===== config.mk =====
export PLATFORM = sky130hd
export DESIGN_NAME = endpoint_filter_nth_match_core_flat
export DESIGN_NICKNAME = d
export VERILOG_FILES = /design/src/sv/efnm_pkg.sv /design/src/sv/efnm_item_if.sv /design/src/sv/efnm_result_if.sv /design/src/sv/efnm_cfg_if.sv /design/src/sv/efnm_cell.sv /design/src/sv/endpoint_filter_nth_match_core.sv /design/src/flat_wrapper.sv
export VERILOG_INCLUDE_DIRS = /design/src /design/src/sv
export SDC_FILE = /design/constraint.sdc
export NUM_CORES = 2
export LEC_CHECK = 0
export ABC_AREA = 1
export BUFFER_PORTS_ARGS = -buffer_cell sky130_fd_sc_hd__clkbuf_2
export CAP_MARGIN = 20
export CORE_MARGIN = 2
export CORE_UTILIZATION = 30
export CTS_BUF_LIST = sky130_fd_sc_hd__clkbuf_16
export DETAILED_ROUTE_END_ITERATION = 10
export PLACE_DENSITY = 0.4
export SYNTH_ARGS = -nofsm -noshare
export SYNTH_HDL_FRONTEND = slang
export SYNTH_SLANG_ARGS = --single-unit

===== constraint.sdc =====
create_clock -name clk -period 2.7 [get_ports clk]
set_clock_uncertainty 0.2 [all_clocks]
set_input_delay 0.27 -clock clk [delete_from_list [all_inputs] [get_ports clk]]
set_output_delay 0.27 -clock clk [all_outputs]
set_load 0.005 [all_outputs]

===== src/sv/endpoint_filter_nth_match_core_assert.svh =====
// ---------------------------------------------------------------------------
// Endpoint filter assertion macros
// Shared immediate-style wrappers for concurrent checks on clk / arst_n.
// ---------------------------------------------------------------------------
`ifndef ENDPOINT_FILTER_NTH_MATCH_CORE_ASSERT_SVH
`define ENDPOINT_FILTER_NTH_MATCH_CORE_ASSERT_SVH

// same-cycle implication
`define EFNM_ASSERT_NOW(label, ante, cons, msg) \
	label: assert property (@(posedge clk) disable iff (!arst_n) (ante) |-> (cons)) \
		else $error(msg);

// next-cycle implication
`define EFNM_ASSERT_NEXT(label, ante, cons, msg) \
	label: assert property (@(posedge clk) disable iff (!arst_n) (ante) |=> (cons)) \
		else $error(msg);

`endif


===== src/sv/efnm_pkg.sv =====
// ---------------------------------------------------------------------------
// Endpoint filter package
// Shared widths, codes and types for the endpoint lookup chain.
// ---------------------------------------------------------------------------
package efnm_pkg;

	localparam int EP_DEPTH   = 32;
	localparam int SLOT_W     = $clog2(EP_DEPTH);
	localparam int EP_COUNT_W = 6;
	localparam int CFG_IDX_W  = 4;
	localparam int CFG_DATA_W = 8;

	localparam logic [1:0] DIR_ANY  = 2'd2;
	localparam logic [4:0] NUM_ANY  = 5'd16;
	localparam logic [2:0] TYPE_ANY = 3'd4;

	localparam logic FUNC_WRITE  = 1'b0;
	localparam logic FUNC_LOOKUP = 1'b1;

	localparam logic [CFG_IDX_W-1:0] REG_EP_COUNT     = CFG_IDX_W'(0);
	localparam logic [CFG_IDX_W-1:0] REG_CTRL_PRESENT = CFG_IDX_W'(1);

	typedef struct packed {
		logic       present;
		logic [7:0] iface;
		logic       dir;
		logic [3:0] num;
		logic [1:0] xfer;
	} ep_entry_t;

	typedef struct packed {
		logic              en;
		logic [SLOT_W-1:0] slot;
		ep_entry_t         entry;
	} wr_t;

	// lookup transaction travelling down the cell row
	typedef struct packed {
		logic                  valid;
		logic [7:0]            want_iface;
		logic [1:0]            want_dir;
		logic [4:0]            want_num;
		logic [2:0]            want_type;
		logic [7:0]            count;
		logic [EP_COUNT_W-1:0] limit;
		logic                  seen;
		logic                  hit;
		logic [SLOT_W-1:0]     hit_slot;
	} tok_t;

endpackage


===== src/sv/efnm_item_if.sv =====
// ---------------------------------------------------------------------------
// Endpoint filter item channel
// Valid/ready channel carrying one write or lookup transaction.
// ---------------------------------------------------------------------------
interface efnm_item_if;
	logic       valid;
	logic       ready;
	logic       func;
	logic [4:0] slot;
	logic       entry_present;
	logic [7:0] entry_iface;
	logic       entry_dir;
	logic [3:0] entry_num;
	logic [1:0] entry_type;
	logic [7:0] want_iface;
	logic [1:0] want_dir;
	logic [4:0] want_num;
	logic [2:0] want_type;
	logic [7:0] want_nth;

	modport source (
		output valid, func, slot, entry_present, entry_iface, entry_dir, entry_num,
		       entry_type, want_iface, want_dir, want_num, want_type, want_nth,
		input  ready
	);
	modport sink (
		input  valid, func, slot, entry_present, entry_iface, entry_dir, entry_num,
		       entry_type, want_iface, want_dir, want_num, want_type, want_nth,
		output ready
	);
endinterface


===== src/sv/efnm_result_if.sv =====
// ---------------------------------------------------------------------------
// Endpoint filter result channel
// Valid/ready channel carrying one lookup result transaction.
// ---------------------------------------------------------------------------
interface efnm_result_if;
	logic       valid;
	logic       ready;
	logic       found;
	logic       is_control;
	logic [4:0] found_slot;

	modport source (output valid, found, is_control, found_slot, input ready);
	modport sink   (input valid, found, is_control, found_slot, output ready);
endinterface


===== src/sv/efnm_cfg_if.sv =====
// ---------------------------------------------------------------------------
// Endpoint filter configuration channel
// Valid/ready register write channel: register index and write data.
// ---------------------------------------------------------------------------
interface efnm_cfg_if;
	logic       valid;
	logic       ready;
	logic [3:0] index;
	logic [7:0] data;

	modport source (output valid, index, data, input ready);
	modport sink   (input valid, index, data, output ready);
endinterface


===== src/sv/efnm_cell.sv =====
// ---------------------------------------------------------------------------
// Endpoint filter cell
// Holds one table entry; checks the passing lookup against it and forwards it.
// ---------------------------------------------------------------------------
module efnm_cell (
	input  logic                         clk,
	input  logic                         arst_n,
	input  logic [efnm_pkg::SLOT_W-1:0]  idx,
	input  efnm_pkg::wr_t                wr,
	input  efnm_pkg::tok_t               tok_in,
	output efnm_pkg::tok_t               tok_out
);
	import efnm_pkg::*;

	logic      present_q;
	ep_entry_t entry_q;
	tok_t      tok_nxt;
	tok_t      tok_q;
	logic      active;
	logic      iface_hit;
	logic      pass;
	logic      any_filter;

	always_comb begin
		any_filter = (tok_in.want_dir != DIR_ANY) || (tok_in.want_num != NUM_ANY) ||
		             (tok_in.want_type != TYPE_ANY);
		active     = tok_in.valid && !tok_in.hit && (EP_COUNT_W'(idx) < tok_in.limit);
		iface_hit  = present_q && (entry_q.iface == tok_in.want_iface);
		pass       = ((tok_in.want_dir == DIR_ANY) || ({1'b0, entry_q.dir} == tok_in.want_dir)) &&
		             ((tok_in.want_num == NUM_ANY) || ({1'b0, entry_q.num} == tok_in.want_num)) &&
		             ((tok_in.want_type == TYPE_ANY) ||
		              ({1'b0, entry_q.xfer} == tok_in.want_type));
		tok_nxt    = tok_in;
		if (active && iface_hit) begin
			tok_nxt.seen = 1'b1;
			if (pass) begin
				if (tok_in.count == 8'd0 && any_filter) begin
					tok_nxt.hit      = 1'b1;
					tok_nxt.hit_slot = idx;
				end else begin
					tok_nxt.count = tok_in.count - 8'd1;
				end
			end
		end
	end

	always_ff @(posedge clk or negedge arst_n) begin
		if (!arst_n) begin
			present_q <= 1'b0;
			tok_q     <= '0;
		end else begin
			if (wr.en && wr.slot == idx) begin
				present_q <= wr.entry.present;
			end
			tok_q <= tok_nxt;
		end
	end

	// entry payload, no reset
	always_ff @(posedge clk) begin
		if (wr.en && wr.slot == idx) begin
			entry_q <= wr.entry;
		end
	end

	assign tok_out = tok_q;

endmodule


===== src/sv/endpoint_filter_nth_match_core.sv =====
// ---------------------------------------------------------------------------
// Endpoint filter nth-match core
// Endpoint table with filtered nth-match lookup over a row of entry cells.
// ---------------------------------------------------------------------------
// Write transactions (func = write) land in the addressed cell at the accepting
// edge; they give no result. A lookup transaction enters the head register of
// the row and visits one cell per cycle, then passes the finish stage and, when
// the output register can take it, moves there and is offered on results. Every
// lookup walks all EP_DEPTH (32) cells whatever ep_count is, since the row walk
// is fixed-length. Only one lookup is in the row at a time; items is not ready
// from lookup acceptance until its result has moved into the output register,
// while a finished result waiting on results does not block a new transaction.
// The table powers up with every entry absent; there is no clearing pass.
// ---------------------------------------------------------------------------
module endpoint_filter_nth_match_core (
	input  logic      clk,
	input  logic      arst_n,
	efnm_item_if.sink     items,
	efnm_result_if.source results,
	efnm_cfg_if.sink      cfg
);
	import efnm_pkg::*;

	`include "endpoint_filter_nth_match_core_assert.svh"

	// configuration registers
	logic [EP_COUNT_W-1:0] ep_count_q;
	logic                  ctrl_present_q;
	logic [EP_COUNT_W-1:0] limit;

	// control
	logic busy_q;
	logic item_acc;
	logic cfg_acc;
	wr_t  wr;

	// cell row; tok[0] is the head register, tok[EP_DEPTH] leaves the last cell
	tok_t                tok [EP_DEPTH+1];
	tok_t                head_q;
	logic [EP_DEPTH:0]   tok_valid;

	// finish stage
	logic              fin_valid_q;
	logic              fin_found_q;
	logic              fin_ctrl_q;
	logic [SLOT_W-1:0] fin_slot_q;
	logic              end_any_filter;
	logic              end_ctrl;
	logic              fin_move;

	// output register
	logic              res_valid_q;
	logic              res_found_q;
	logic              res_ctrl_q;
	logic [SLOT_W-1:0] res_slot_q;

	assign items.ready = !busy_q;
	assign item_acc    = items.valid && items.ready;
	assign cfg.ready   = 1'b1;
	assign cfg_acc     = cfg.valid && cfg.ready;

	// ep_count above the table depth searches the whole table
	assign limit = (ep_count_q > EP_COUNT_W'(EP_DEPTH)) ? EP_COUNT_W'(EP_DEPTH) : ep_count_q;

	always_ff @(posedge clk or negedge arst_n) begin
		if (!arst_n) begin
			ep_count_q     <= '0;
			ctrl_present_q <= 1'b0;
		end else if (cfg_acc) begin
			case (cfg.index)
				REG_EP_COUNT:     ep_count_q     <= cfg.data[EP_COUNT_W-1:0];
				REG_CTRL_PRESENT: ctrl_present_q <= cfg.data[0];
				default:          ;
			endcase
		end
	end

	// write broadcast to the row; each cell matches its own index
	always_comb begin
		wr.en            = item_acc && (items.func == FUNC_WRITE);
		wr.slot          = items.slot;
		wr.entry.present = items.entry_present;
		wr.entry.iface   = items.entry_iface;
		wr.entry.dir     = items.entry_dir;
		wr.entry.num     = items.entry_num;
		wr.entry.xfer    = items.entry_type;
	end

	// head of row: a lookup transaction becomes a token
	always_ff @(posedge clk or negedge arst_n) begin
		if (!arst_n) begin
			head_q <= '0;
		end else begin
			head_q.valid <= item_acc && (items.func == FUNC_LOOKUP);
			if (item_acc) begin
				head_q.want_iface <= items.want_iface;
				head_q.want_dir   <= items.want_dir;
				head_q.want_num   <= items.want_num;
				head_q.want_type  <= items.want_type;
				head_q.count      <= items.want_nth;
				head_q.limit      <= limit;
				head_q.seen       <= 1'b0;
				head_q.hit        <= 1'b0;
				head_q.hit_slot   <= '0;
			end
		end
	end

	assign tok[0] = head_q;

	for (genvar g = 0; g < EP_DEPTH; g++) begin : g_cell
		efnm_cell u_cell (
			.clk     (clk),
			.arst_n  (arst_n),
			.idx     (SLOT_W'(g)),
			.wr      (wr),
			.tok_in  (tok[g]),
			.tok_out (tok[g+1])
		);
	end

	for (genvar g = 0; g <= EP_DEPTH; g++) begin : g_vld
		assign tok_valid[g] = tok[g].valid;
	end

	// end of walk: control endpoint fallback
	always_comb begin
		end_any_filter = (tok[EP_DEPTH].want_dir != DIR_ANY) ||
		                 (tok[EP_DEPTH].want_num != NUM_ANY) ||
		                 (tok[EP_DEPTH].want_type != TYPE_ANY);
		end_ctrl       = !tok[EP_DEPTH].hit && ctrl_present_q &&
		                 !(tok[EP_DEPTH].seen && end_any_filter) &&
		                 (tok[EP_DEPTH].count == 8'd0);
	end

	assign fin_move = fin_valid_q && (!res_valid_q || results.ready);

	always_ff @(posedge clk or negedge arst_n) begin
		if (!arst_n) begin
			busy_q      <= 1'b0;
			fin_valid_q <= 1'b0;
			res_valid_q <= 1'b0;
		end else begin
			if (item_acc && items.func == FUNC_LOOKUP) begin
				busy_q <= 1'b1;
			end else if (fin_move) begin
				busy_q <= 1'b0;
			end
			if (tok[EP_DEPTH].valid) begin
				fin_valid_q <= 1'b1;
			end else if (fin_move) begin
				fin_valid_q <= 1'b0;
			end
			if (fin_move) begin
				res_valid_q <= 1'b1;
			end else if (results.ready) begin
				res_valid_q <= 1'b0;
			end
		end
	end

	always_ff @(posedge clk) begin
		if (tok[EP_DEPTH].valid) begin
			fin_found_q <= tok[EP_DEPTH].hit || end_ctrl;
			fin_ctrl_q  <= end_ctrl;
			fin_slot_q  <= tok[EP_DEPTH].hit ? tok[EP_DEPTH].hit_slot : '0;
		end
		if (fin_move) begin
			res_found_q <= fin_found_q;
			res_ctrl_q  <= fin_ctrl_q;
			res_slot_q  <= fin_slot_q;
		end
	end

	assign results.valid      = res_valid_q;
	assign results.found      = res_found_q;
	assign results.is_control = res_ctrl_q;
	assign results.found_slot = res_slot_q;

	// at most one lookup in the row and finish stage, and only while busy
	`EFNM_ASSERT_NOW(a_one_token, 1'b1, $countones({tok_valid, fin_valid_q}) <= 1,
		"more than one lookup in flight")
	`EFNM_ASSERT_NOW(a_tok_busy, (tok_valid != '0) || fin_valid_q, busy_q,
		"lookup in flight while not busy")
	`EFNM_ASSERT_NEXT(a_fin_to_out, fin_move, res_valid_q && !fin_valid_q && !busy_q,
		"finish stage did not hand over its result")
	`EFNM_ASSERT_NOW(a_ctrl_form, res_valid_q && res_ctrl_q,
		res_found_q && (res_slot_q == '0), "control result not well formed")

endmodule


===== src/flat_wrapper.sv =====
// flat-port wrapper written by rule: the top's interface ports become plain ports
module endpoint_filter_nth_match_core_flat import efnm_pkg::*;
  (clk, arst_n, items_valid, items_func, items_slot, items_entry_present, items_entry_iface, items_entry_dir, items_entry_num, items_entry_type, items_want_iface, items_want_dir, items_want_num, items_want_type, items_want_nth, items_ready, results_valid, results_found, results_is_control, results_found_slot, results_ready, cfg_valid, cfg_index, cfg_data, cfg_ready);
  efnm_item_if items_i ();
  efnm_result_if results_i ();
  efnm_cfg_if cfg_i ();
  input  logic clk;
  input  logic arst_n;
  input wire logic [$bits(items_i.valid)-1:0] items_valid;
  input wire logic [$bits(items_i.func)-1:0] items_func;
  input wire logic [$bits(items_i.slot)-1:0] items_slot;
  input wire logic [$bits(items_i.entry_present)-1:0] items_entry_present;
  input wire logic [$bits(items_i.entry_iface)-1:0] items_entry_iface;
  input wire logic [$bits(items_i.entry_dir)-1:0] items_entry_dir;
  input wire logic [$bits(items_i.entry_num)-1:0] items_entry_num;
  input wire logic [$bits(items_i.entry_type)-1:0] items_entry_type;
  input wire logic [$bits(items_i.want_iface)-1:0] items_want_iface;
  input wire logic [$bits(items_i.want_dir)-1:0] items_want_dir;
  input wire logic [$bits(items_i.want_num)-1:0] items_want_num;
  input wire logic [$bits(items_i.want_type)-1:0] items_want_type;
  input wire logic [$bits(items_i.want_nth)-1:0] items_want_nth;
  output wire logic [$bits(items_i.ready)-1:0] items_ready;
  output wire logic [$bits(results_i.valid)-1:0] results_valid;
  output wire logic [$bits(results_i.found)-1:0] results_found;
  output wire logic [$bits(results_i.is_control)-1:0] results_is_control;
  output wire logic [$bits(results_i.found_slot)-1:0] results_found_slot;
  input wire logic [$bits(results_i.ready)-1:0] results_ready;
  input wire logic [$bits(cfg_i.valid)-1:0] cfg_valid;
  input wire logic [$bits(cfg_i.index)-1:0] cfg_index;
  input wire logic [$bits(cfg_i.data)-1:0] cfg_data;
  output wire logic [$bits(cfg_i.ready)-1:0] cfg_ready;
  assign items_i.valid = items_valid;
  assign items_i.func = items_func;
  assign items_i.slot = items_slot;
  assign items_i.entry_present = items_entry_present;
  assign items_i.entry_iface = items_entry_iface;
  assign items_i.entry_dir = items_entry_dir;
  assign items_i.entry_num = items_entry_num;
  assign items_i.entry_type = items_entry_type;
  assign items_i.want_iface = items_want_iface;
  assign items_i.want_dir = items_want_dir;
  assign items_i.want_num = items_want_num;
  assign items_i.want_type = items_want_type;
  assign items_i.want_nth = items_want_nth;
  assign items_ready = items_i.ready;
  assign results_valid = results_i.valid;
  assign results_found = results_i.found;
  assign results_is_control = results_i.is_control;
  assign results_found_slot = results_i.found_slot;
  assign results_i.ready = results_ready;
  assign cfg_i.valid = cfg_valid;
  assign cfg_i.index = cfg_index;
  assign cfg_i.data = cfg_data;
  assign cfg_ready = cfg_i.ready;
  endpoint_filter_nth_match_core u_core (.clk(clk), .arst_n(arst_n), .items(items_i), .results(results_i), .cfg(cfg_i));
endmodule

* Yosys cells after proc, flatten, opt, wreduce, memory -nomap -nowiden
Cells that the tools add are included.
** Word-level totals
- Flip-flop bits (word level) :: 1835
- Input bits :: 65
** Cells by class
- Bitwise logic cells :: 1
- Magnitude comparators :: 33
- Multiplexer cells :: 198
- Reduce and logical (&&, ||, !) cells :: 502
- Equal/unequal tests :: 355
- $add $sub $neg :: 32
** Operator list (count)
- $mux 8 :: 96
- $mux 6 :: 65
- $logic_not 8->1 :: 33
- $logic_and 1x1->1 :: 263
- $eq 8x8->1 :: 32
- $sub 8x1->8 const B :: 32
- $eq 5x5->1 const B :: 48
- $mux 7 :: 32
- $ne 5x5->1 const B :: 33
- $logic_or 1x1->1 :: 164
- $eq 4x5->1 :: 32
- $ne 3x3->1 const B :: 33
- $eq 2x3->1 :: 32
- $eq 3x3->1 const B :: 32
- $lt 5x6->1 const A :: 16
- $ne 2x2->1 const B :: 33
- $eq 1x2->1 :: 32
- $eq 2x2->1 const B :: 32
- $lt 4x6->1 const A :: 8
- $eq 5x4->1 const B :: 8
- $logic_not 1->1 :: 35
- $lt 3x6->1 const A :: 4
- $eq 5x3->1 const B :: 4
- $lt 1x6->1 const A :: 2
- other kinds (11) :: 20

* Logic depth before layout (Yosys ltp)
- Depth in word-level cells :: 8
- Gate-level depth with buffers :: 13
- Depth with buffers taken out :: 13

* By module
A second synthesis with hierarchy kept.
** Unflattened totals
- Cell total of the unflattened synthesis :: 10504
- Area, all modules :: 89281.9 um^2
** By module, submodules not included
- efnm_cell :: sequential area each 1476.4 um^2, area each 2720.1 um^2, instances 32, cells an instance 321
- endpoint_filter_nth_match_core :: sequential area each 1496.4 um^2, area each 2238.4 um^2, instances 1, cells an instance 232

* Least setup slack after synthesis
OpenSTA, ideal clock, no wires.
- Kind :: flip-flop to flip-flop
- Start point :: register u_core.busy_q
- End point :: register u_core.g_cell[14].u_cell.entry_q[0] (netlist name), enable pin
- Cell stages (with the launch flop) :: 6
- Buffers on the path :: 0
- Data arrival time :: 1.858 ns
- Period minus slack after synthesis :: 2.469 ns
- Path slack :: 0.231 ns
- Path through :: dfrtp_1 -> inv_2 -> nand2_4 -> nor2_2 -> nand2_1 -> nor3_1
** On the way
- Longest elaborated chain between the ends :: 4
** Ends and longest elaborated chain
- start: declaration :: line endpoint_filter_nth_match_core.sv:32 : logic busy_q;
- start signal: assignment :: line endpoint_filter_nth_match_core.sv:140 : busy_q <= 1'b0;
- start signal: assignment :: line endpoint_filter_nth_match_core.sv:145 : busy_q <= 1'b1;
- start signal: assignment :: line endpoint_filter_nth_match_core.sv:147 : busy_q <= 1'b0;
- $logic_not 1->1 :: line endpoint_filter_nth_match_core.sv:57 : assign items.ready = !busy_q;
- net items_ready :: line flat_wrapper.sv:22 : output wire logic [$bits(items_i.ready)-1:0] items_ready;
- $logic_and 1x1->1 :: line endpoint_filter_nth_match_core.sv:58 : assign item_acc = items.valid && items.ready;
- $logic_and 1x1->1 :: line endpoint_filter_nth_match_core.sv:80 : wr.en = item_acc && (items.func == FUNC_WRITE);
- $logic_and 1x1->1 :: line efnm_cell.sv:61 : if (wr.en && wr.slot == idx) begin
- end signal: assignment :: line efnm_cell.sv:62 : entry_q <= wr.entry;
- end: declaration :: line efnm_cell.sv:16 : ep_entry_t entry_q;
The timed path passes the listed nets, and every way through them passes these cells.
A chain may end at the register's enable or synchronous reset.

* Worst setup path after layout
- Start point :: input items_slot[3]
- End point :: register u_core.g_cell[11].u_cell.entry_q[4] (netlist name), enable pin
** On the way
- Longest elaborated chain between the ends :: 2
** Ends and longest elaborated chain
- start: declaration :: line flat_wrapper.sv:11 : input wire logic [$bits(items_i.slot)-1:0] items_slot;
- $eq 5x4->1 :: line efnm_cell.sv:61
- $logic_and 1x1->1 :: line efnm_cell.sv:61
- end signal: assignment :: line efnm_cell.sv:62
- end: declaration :: line efnm_cell.sv:16
Every way passes these cells.

==> results.yml <==
clock_tree:
  cts_sinks: 1799
  clk_pin_slew_ps: 60
  cts_tree: "built"
  numCtsBuffers: 202
  root_buffer: "clkbuf_16"
  htree_levels: 4
  worstSkewPairLatency_ps: 840
  cts_setup_buffers: 0
  cts_buffer_depth: 3
grt:
  grt_pass1_vias: 52300
  grt_util_all_layers_pct: 15.3
  grt_pass1_wl_mm: 309
  grt_overflow: 0
  grt_max_degree: 84
  antenna_found_initial: 13
timing:
  fin_crit_sh_pct: 93.5
  holdWs_ps: 76.6
  setup_violations: 0
  slew_violations: 0
  maxSlewHeadroom_pct: 30.1
  setup_ws_ps: 176
  hold_violations: 0
  setup-tns-final_ps: 0
  fin_crit_ps: 2520
  clock.fmax_mhz: 396
  worstMarginPinSlew_ps: 1050
  rsz0062_at_grt: "false"
critical_path:
  cp_slowest_stage_delay_ps: 630
  criticalPathCategory: "in2reg"
  cp.arrival_ps: 2820
  crit_path_start_kind: "input pin"
  path_max_fanout: 15
  cp_cell_sequence: "dlygate4sd3_1, clkbuf_2, inv_1, nor2_1, dlygate4sd3_1, inv_1, nor2_1, nand2_1, inv_1, buf_4"
  slowest_stage: "dlygate4sd3_1"
  path_delay_family: "buffers and inverters"
  critPathCaptureType: "flop"
  crit_path_frequent_cell: "inv_1"
  crit_buf_inv: 7
  required_ps: 2990
power:
  leakage_nw: 43.5
  power_density_mw_per_mm2: 995
  swShare_pct: 34.6
  pwr-share-seq_pct: 46.2
  finalPower_mw: 89.4
  switchingPower_mw: 31.0
  clockPowerShare_pct: 29.9
  comb_power_share_pct: 23.9
  vdd_drop_max_uv: 579
  intPower_mw: 58.4
cells_and_area:
  ff_latch_area_mm2: 0.0475
  area_growth_pct: 17.6
  n_fill_cell: 25600
  multi_input_area_mm2: 0.0243
  layout-drive-gt1-share_pct: 10.0
  fin_area_mm2: 0.0898
  stdcell_count: 12000
  final_common_cell: "nand2_1"
  postLayoutCoreUtil_pct: 35.4
  nNetsFinal: 8602
  mostFrequentLayoutCells: "nand2_1, dfrtp_1, inv_1"
place:
  dp_slack_ps: 506
  post_dp_cell_area_mm2: 0.0821
  gp_congestion: 0.800
  dp_cells: 11500
  io_buffers: 71
  dpl.hpwl_mm: 145
floorplan:
  row_count: 185
  fp.dieH_um: 509
  dieArea_mm2: 0.259
  core_area_mm2: 0.254
  start_util_pct: 30.1
  fp.dieW_um: 509
  io_pins: 75
route:
  post_drt_via_cell_ratio: 4.29
  route.detailed.drc: 0
  first_pass_iters: 5
  wl_per_cell_um: 16.1
  vias: 51600
  wl_mm: 194
  drt_iter0_markers: 2696
  postRouteAntennaNets: 0
run:
  max_cap_violations: 0
outcome:
  outcome: "complete, no violations"
synthesis:
  synth.avg_cell_area_um2: 9.56
  synth_seq_cells: 1799
  mappedNetlistArea_mm2: 0.0764
  syn_inst: 7986
  ys_types: 64
  ys_seq_area_share_pct: 62.2
  yosysWarningCount: 0
  synth_nets: 8109
worst_hold_path:
  hold_path.class: "in2reg"
[repair_timing]
item | 4_1_cts | 5_1_grt
setup endpoints to repair | 0 | 1
gates resized for setup | 0 | 2
hold buffers | 116 | 0
hold endpoints to repair | 1593 | 0
[cells in the mapped netlist, drive strengths merged]
| library cell | instances | share of area [%] |
|---|---|---|
| a31oi | 1 | 0.0082 |
| and2b | 1 | 0.0098 |
| mux2 | 2 | 0.029 |
| nor4 | 4 | 0.033 |
| or2 | 126 | 1.0 |
| nand3b | 89 | 0.90 |
| xor2 | 168 | 1.9 |
| clkinv | 7 | 0.041 |
| nor2 | 884 | 4.9 |
| clkbuf | 8 | 0.039 |
| a22oi | 1 | 0.0098 |
| o21a | 1 | 0.0098 |
| a21oi | 99 | 0.67 |
| nor3b | 3 | 0.036 |
| a41oi | 1 | 0.011 |
| inv | 1194 | 5.9 |
| a21o | 2 | 0.020 |
| edfxtp | 494 | 19 |
| dfrtp | 1305 | 43 |
| nor3 | 84 | 0.66 |
| nand3 | 541 | 3.6 |
| o41ai | 1 | 0.011 |
| nor2b | 2 | 0.016 |
| ha | 58 | 0.95 |
| a21boi | 20 | 0.27 |
| nand4 | 92 | 0.86 |
| o22ai | 3 | 0.025 |
| o21bai | 45 | 0.69 |
| and2 | 18 | 0.15 |
| and3 | 5 | 0.041 |
| nand2 | 2455 | 12 |
| o21ai | 94 | 0.62 |
| xnor2 | 174 | 2.0 |
| buf | 3 | 0.023 |
| conb | 1 | 0.0049 |
[sequential cells by signal, indices dropped and copies added (netlist names)]
signal                          flops
u_core.g_cell.u_cell.present_q     32
u_core.fin_valid_q                  1
u_core.g_cell.u_cell.tok_out     1230
u_core.fin_slot_q                   5
u_core.results.is_control           1
u_core.results.found                1
u_core.fin_found_q                  1
u_core.g_cell.u_cell.entry_q      480
u_core.head_q                      33
u_core.ctrl_present_q               1
u_core.results.valid                1
u_core.busy_q                       1
u_core.fin_ctrl_q                   1
u_core.ep_count_q                   6
u_core.results.found_slot           5
[final timing paths]
check	from	end	slack, ps	cells past startpoint
hold / removal	items_entry_dir	u_core.g_cell[17].u_cell.entry_q[6]	80	1
setup / recovery	items_slot[3]	u_core.g_cell[11].u_cell.entry_q[4]	180	10
min in group asynchronous	arst_n	u_core.g_cell[16].u_cell.tok_out[20]	530	4
setup reg to reg	u_core.busy_q	u_core.head_q[30]	240	7
max in group asynchronous	arst_n	u_core.g_cell[29].u_cell.tok_out[6]	1040	5
hold reg to reg	u_core.g_cell[14].u_cell.tok_out[10]	u_core.g_cell[15].u_cell.tok_out[10]	140	0
[layout make-up]
| cell class | instances | area share (%) |
|---|---|---|
| flip-flops and latches | 1799 | 52.9 |
| multi-input cells | 4975 | 27.1 |
| clock buffers | 208 | 5.80 |
| inverters | 1201 | 5.03 |
| well taps | 3366 | 4.69 |
| repair buffers | 300 | 3.04 |
| clock inverters | 176 | 1.46 |
| diodes | 6 | 0.0167 |
[kinds of logic (layout without fill, tap and decap cells)]
kind of cell               count (synthesis)  count (layout)  share of synthesized area [%]
AOI/OAI and AO/OA                        268             268                           2.34
xor gates and xnor gates                 342             342                           3.93
adders and majority gates                 58              58                          0.950
buffers and inverters                   1212            1885                           5.98
DFF                                     1799            1799                           62.2
muxes                                      2               2                         0.0295
other                                      1               7                        0.00491
and+or+nand+nor                         4304            4304                           24.6
[power groups by stage]
stage | Clock (mW) | Sequential (mW) | Combinational, mW
2_1_floorplan | 0 | 39.1 | 16.3
3_3_place_gp | 0 | 42.0 | 21.0
4_1_cts | 27.7 | 41.6 | 21.6
6_report | 26.7 | 41.3 | 21.4
3_5_place_dp | 0 | 41.9 | 21.2
5_1_grt | 28.9 | 42.4 | 24.9
[routing by layer]
metal  vias to the layer above  global-route usage (%)  wire, µm
li1                      25800                       -         -
met1                     24900                    21.2     93100
met2                       625                    25.3     91000
met3                       267                    2.16      6150
met4                         0                    3.49      3790
met5                         -                       0         0
No activity file was read; power rests on OpenSTA's default activity.
